## src/sv/fcu_pkg.sv

```systemverilog
// shared types, constants and helpers for the free-fly camera update block
// no dependencies; used by fcu_mul and fly_camera_update
package fcu_pkg;

	localparam int MUL_W  = 33;
	localparam int PROD_W = 2 * MUL_W;

	typedef enum logic [7:0] {
		ST_IDLE = 8'b0000_0001,
		ST_ANG  = 8'b0000_0010,
		ST_CORD = 8'b0000_0100,
		ST_PROD = 8'b0000_1000,
		ST_SQRT = 8'b0001_0000,
		ST_DIV  = 8'b0010_0000,
		ST_MOVE = 8'b0100_0000,
		ST_OUT  = 8'b1000_0000
	} state_t;

	localparam logic [2:0] CFG_MOVE_SPEED = 3'd0;
	localparam logic [2:0] CFG_LOOK_GAIN  = 3'd1;
	localparam logic [2:0] CFG_UP_X       = 3'd2;
	localparam logic [2:0] CFG_UP_Y       = 3'd3;
	localparam logic [2:0] CFG_UP_Z       = 3'd4;

	// angles in Q9.16 degrees
	localparam logic [32:0] YAW_FULL  = 33'd23592960;
	localparam logic [34:0] YAW_BIAS  = 35'd3019898880; // 128 turns
	localparam logic signed [34:0] PITCH_LIM = 35'sd5832704;
	localparam logic [26:0] DEG90     = 27'd5898240;
	localparam logic [26:0] DEG180    = 27'd11796480;
	localparam logic [26:0] DEG270    = 27'd17694720;
	localparam logic signed [33:0] CORDIC_X0 = 34'sd652032874;

	// arctangent of 2^-i in degrees Q.24
	localparam logic [29:0] ATAN_DEG [24] = '{
		30'd754974720, 30'd445687602, 30'd235489088, 30'd119537938,
		30'd60000934,  30'd30029717,  30'd15018523,  30'd7509720,
		30'd3754917,   30'd1877466,   30'd938734,    30'd469367,
		30'd234684,    30'd117342,    30'd58671,     30'd29335,
		30'd14668,     30'd7334,      30'd3667,      30'd1833,
		30'd917,       30'd458,       30'd229,       30'd115
	};

	function automatic logic signed [15:0] sat16(input logic signed [PROD_W-1:0] v);
		logic signed [15:0] r;
		if (v > PROD_W'(32767)) begin
			r = 16'sd32767;
		end else if (v < -PROD_W'(32768)) begin
			r = -16'sd32768;
		end else begin
			r = v[15:0];
		end
		return r;
	endfunction

	function automatic logic signed [31:0] sat32(input logic signed [35:0] v);
		logic signed [31:0] r;
		if (v > 36'sd2147483647) begin
			r = 32'sh7fff_ffff;
		end else if (v < -36'sd2147483648) begin
			r = 32'sh8000_0000;
		end else begin
			r = v[31:0];
		end
		return r;
	endfunction

endpackage

```

## src/sv/fcu_mul.sv

```systemverilog
// shared signed multiplier with registered product
// depends on fcu_pkg for operand and product widths
module fcu_mul (
	input  logic                              clk,
	input  logic signed [fcu_pkg::MUL_W-1:0]  a,
	input  logic signed [fcu_pkg::MUL_W-1:0]  b,
	output logic signed [fcu_pkg::PROD_W-1:0] p
);
	import fcu_pkg::*;

	always_ff @(posedge clk) begin
		p <= PROD_W'(a) * PROD_W'(b);
	end

endmodule

```

## config.mk

```make
export PLATFORM = sky130hd
export DESIGN_NAME = fcu_mul
export DESIGN_NICKNAME = d
export VERILOG_FILES = /design/src/sv/fcu_pkg.sv /design/src/sv/fcu_mul.sv
export SDC_FILE = /design/constraint.sdc
export NUM_CORES = 2
export LEC_CHECK = 0
export BUFFER_PORTS_ARGS = -buffer_cell sky130_fd_sc_hd__clkbuf_2
export CAP_MARGIN = 20
export CORE_ASPECT_RATIO = 0.5
export CORE_MARGIN = 2
export CORE_UTILIZATION = 45
export CTS_BUF_LIST = sky130_fd_sc_hd__clkbuf_16
export CTS_CLUSTER_SIZE = 8
export DETAILED_ROUTE_END_ITERATION = 8
export GPL_TIMING_DRIVEN = 0
export PLACE_DENSITY = 0.73
export SLEW_MARGIN = 20
export SYNTH_ARGS = -nofsm -noshare
export SYNTH_HDL_FRONTEND = slang
export SYNTH_SLANG_ARGS = --single-unit
export TNS_END_PERCENT = 5
```

## constraint.sdc

```tcl
create_clock -name clk -period 18.32 [get_ports clk]
set_input_delay 2.748 -clock clk [delete_from_list [all_inputs] [get_ports clk]]
set_output_delay 2.748 -clock clk [all_outputs]
set_load 0.05 [all_outputs]
```

# Yosys cells after proc, flatten, opt, wreduce, memory -nomap -nowiden
# Index checks and enable logic that the tools add are counted.
dict set report op_classes {
  mul 1
}
# operator n
set ops {}
lappend ops {{multiplier 33 x 33 -> 66 bit} 1}
dict set report word_totals {
  reg_bits 66
  inputBits 67
  output_inout_bits 66
  elab_cells 2
}

# Logic depth before layout (Yosys ltp)
dict set report depth {
  depth_word 1
  depth_mapped 27
  depth_no_buf 26
}

# Worst setup path before layout
# OpenSTA, ideal clock, no wires.
dict set report synth_timing {
  path_kind {input-to-reg}
  from {input port a[32] in the netlist's numbering}
  to {register p[62] in the netlist's numbering}
  setup_ns 0.079
  arrival_ns 9.905
  required_time_ns 18.241
  slack_ns 8.336
  cell_stages 23
  path_buffers 2
  cell_sequence {clkbuf_1 nand2_1 inv_1 fa_1 fa_1 fa_1 fa_1 fa_1 fa_1 fa_1 inv_1 fa_1 inv_1 ha_1 clkbuf_1 and3_1 nand3_1 nand2b_1 a2111oi_4 a211oi_4 a21o_2 a21o_1 a211oi_2}
}
dict set report synth_via {
  elab_chain_len 1
}
# item line_no
set synth_rtl {}
lappend synth_rtl {{start, declared} fcu_mul.sv:5} ;# input logic signed [fcu_pkg::MUL_W-1:0] a,
lappend synth_rtl {{multiplier 33 x 33 -> 66 bit} fcu_mul.sv:12} ;# p <= PROD_W'(a) * PROD_W'(b);
lappend synth_rtl {{end signal, assigned} fcu_mul.sv:12}
lappend synth_rtl {{end, declared} fcu_mul.sv:7} ;# output logic signed [fcu_pkg::PROD_W-1:0] p
# No other way between the ends.

# Final worst setup path
dict set report layout_timing {
  from {input port a[32] in the netlist's numbering}
  to {register p[64] in the netlist's numbering}
}
# The elaborated chain is that of the path after synthesis.

==> impl_metrics.toml <==
[status]
status = "finished, final reports clean"

[logic_synthesis]
synth_edf_count = 0
yosys-top-cells-area = "fa_1 (56%), inv_1 (10%), and2_1 (8.6%), ha_1 (6.7%), nand2_1 (5.1%)"
synth_top_area_share_pct = 56.27
avgSynthCellArea_um2 = 9.390
async_flop_share_pct = 0
synth.cell_area_um2 = 40730
synthCells = 4338
yosysUniqueCellTypes = 80
synth-seq-area-share_pct = 3.244
yosysTopAreaCell = "fa_1"
yosys_register_bits = 66
synth_fp_nets = 5767
synth_flop_cell = "dfxtp_1"
yosys_warnings = 0

[worst_hold_path]
hp-class = "input pin to register"
hold_start = "a[1]"

[routing]
routed_wl_um = 154500
drc_errors = 0
routed.top_layer = "met5"
wl_per_cell_um = 27.18
wl_met2_um = 68510
ant_nets = 0
dr.pass1.iters = 5
met1_length_um = 60200
vias_per_cell = 5.489
met3_length_um = 15300
drtIter0Drc = 2872
vias = 31200

[global_routing]
grt_pass1_vias = 33760
antenna_found_initial = 24
grt_usage_pct = 34.41
grt_pass1_wl_um = 227000
grt.overflow.total = 0
grt_max_degree = 27

[finish]
fillCellCount = 8576
multi_input_area_um2 = 34320
regMostFlops = "p"
largest_reg_flops = 66
seqCellArea_um2 = 1321
nNetsFinal = 5912
area_growth_pct = 6.094
drive_above_1_share_pct = 4.657
largestRegisters = "p (66)"

[timing]
max-slew-margin-rel_pct = 14.07
clock.fmax_mhz = 84.40
setup_ws_ps = 6471
tightest_slew_ps = 1289
hold_viol = 0
fin_crit_ps = 11850
setup_violations = 0
rsz0062_at_grt = "false"
final-max-slew-violation-count = 0
tns_ps = 0
fin_crit_sh_pct = 64.68

[critical_path]
critPathLaunch = "a[32]"
critPathMaxFanout = 17
worstPathRequired_ps = 18620
setup.worst_path.start_class = "input pin"
crit_path_frequent_cell = "fa_1"
critPathBufInv = 8
worst_path_max_delay_cell = "nor3_1"
critical_path.max_stage_delay_ps = 950
worstPathCellList = "clkbuf_2 -> clkbuf_1 -> nand2_1 -> inv_1 -> fa_1 -> fa_1 -> inv_1 -> fa_1 -> inv_1 -> fa_2 -> fa_1 -> fa_1 -> fa_1 -> inv_1 -> fa_1 -> inv_1 -> ha_1 -> clkbuf_1 -> nand4_1 -> nor3_1 -> o311ai_4 -> nand3_2 -> a211oi_1 -> a311oi_1"
critPathKind = "input pin to register"
critPathTopFamily = "adder cells"
cp.arrival_ps = 12150
critPathCaptureType = "register"

[clock_tree]
cts_setup_buffers = 0
cts-root-buf = "clkbuf_16"
ctsHoldBuffers = 0
clkTransAtPathRegs_ps = 70
cts-htree-levels = 3
cts_resized = 0
cts.path.max_buffers = 2
cts_tree = "built"
numClockSinks = 66
cts_buffers = 9

[die]
start_util_pct = 45.76
core_um2 = 89020
dieArea_um2 = 93090
fp.dieH_um = 216.7
ios = 133
num_rows = 77
die_width_um = 429.5

[place]
port_buffers = 132
place_congestion = 1.040
place_ws_ps = 6095
place_hpwl_um = 132400

[flow_run]
maxCapViolCount = 0
==> final timing paths <==
path | end | slack (ps) | depth (start not counted)
max | p[64] | 6470 | 24
min | p[1] | 2810 | 3
==> cells by family (layout without fill, tap and decap cells) <==
group	after synthesis	count (layout)	synth area share (%)
adders and majority gates	1362	1362	62.94
xor gates and xnor gates	68	68	1.462
AOI/OAI and AO/OA	219	219	4.067
buffers and inverters	1352	1502	12.51
DFF	66	66	3.244
and+or+nand+nor	1271	1271	15.78
other	0	11	0
==> through the flow <==
stage / hold WS [ps] / utilization [%] / instances / instance area [um^2]
after floorplan: 2875 / - / 4338 / 40730
after global placement: 3222 / 48.17 / 5655 / 42880
after detailed placement: 3241 / 48.20 / 5656 / 42900
after CTS: 2793 / 48.50 / 5672 / 43180
after global routing: 2807 / 48.52 / 5676 / 43200
final: 2808 / 48.55 / 5684 / 43220
==> area by class of cell <==
class	instances	share of cell area, %
Clock buffer	9	0.5211
Antenna cell	11	0.06369
Inverter	1131	9.823
Buffer	221	1.992
Clock inverter	7	0.1042
Timing Repair Buffer	134	1.589
Sequential cell	66	3.057
Tap cell	1185	3.431
Multi-Input combinational cell	2920	79.42
==> placed cells by master, fill, tap and decap left out, types with 3 or more instances in the layout <==
cell | synthesis | layout
a211o_1 | 6 | 6
a211oi_1 | 7 | 7
a211oi_2 | 3 | 3
a21o_1 | 36 | 36
a21oi_1 | 57 | 57
a21oi_2 | 3 | 3
a31oi_1 | 8 | 8
and2_1 | 562 | 562
and3_1 | 5 | 5
and4_1 | 5 | 5
buf_2 | 11 | 11
clkbuf_1 | 208 | 200
clkbuf_16 | 0 | 9
clkbuf_2 | 0 | 140
clkinv_2 | 0 | 4
dfxtp_1 | 66 | 66
diode_2 | 0 | 11
fa_1 | 1145 | 1143
ha_1 | 217 | 217
inv_1 | 1131 | 1131
nand2_1 | 551 | 551
nand2b_1 | 12 | 12
nand3_1 | 25 | 25
nand4_1 | 11 | 11
nor2_1 | 68 | 68
nor2b_1 | 5 | 5
nor3_1 | 7 | 7
o211ai_1 | 4 | 4
o21a_1 | 6 | 6
o21ai_0 | 25 | 25
o21ai_1 | 6 | 6
o21bai_1 | 11 | 11
o31ai_4 | 3 | 3
or2_2 | 3 | 3
or3_1 | 3 | 3
xnor2_1 | 43 | 43
xor2_1 | 25 | 25
==> routing by layer <==
metal | GRT usage, % | vias to the layer above
met3 | 8.714 | 423
met4 | 19.41 | 6
met2 | 53.04 | 1681
li1 | - | 12660
met1 | 44.58 | 16430
met5 | 0 | -
==> Yosys cell counts (all sizes together) (13+ instances only) <==
master	instances
o21ai	33
inv	1131
nor2	68
xnor2	43
xor2	25
a21oi	61
dfxtp	66
a21o	38
buf	13
and2	563
clkbuf	208
nand3	26
fa	1145
nand2	551
ha	217
Power is left out: the tool's default activity adds up to more than one toggle a clock period on the data nets, which glitch-free logic cannot reach.
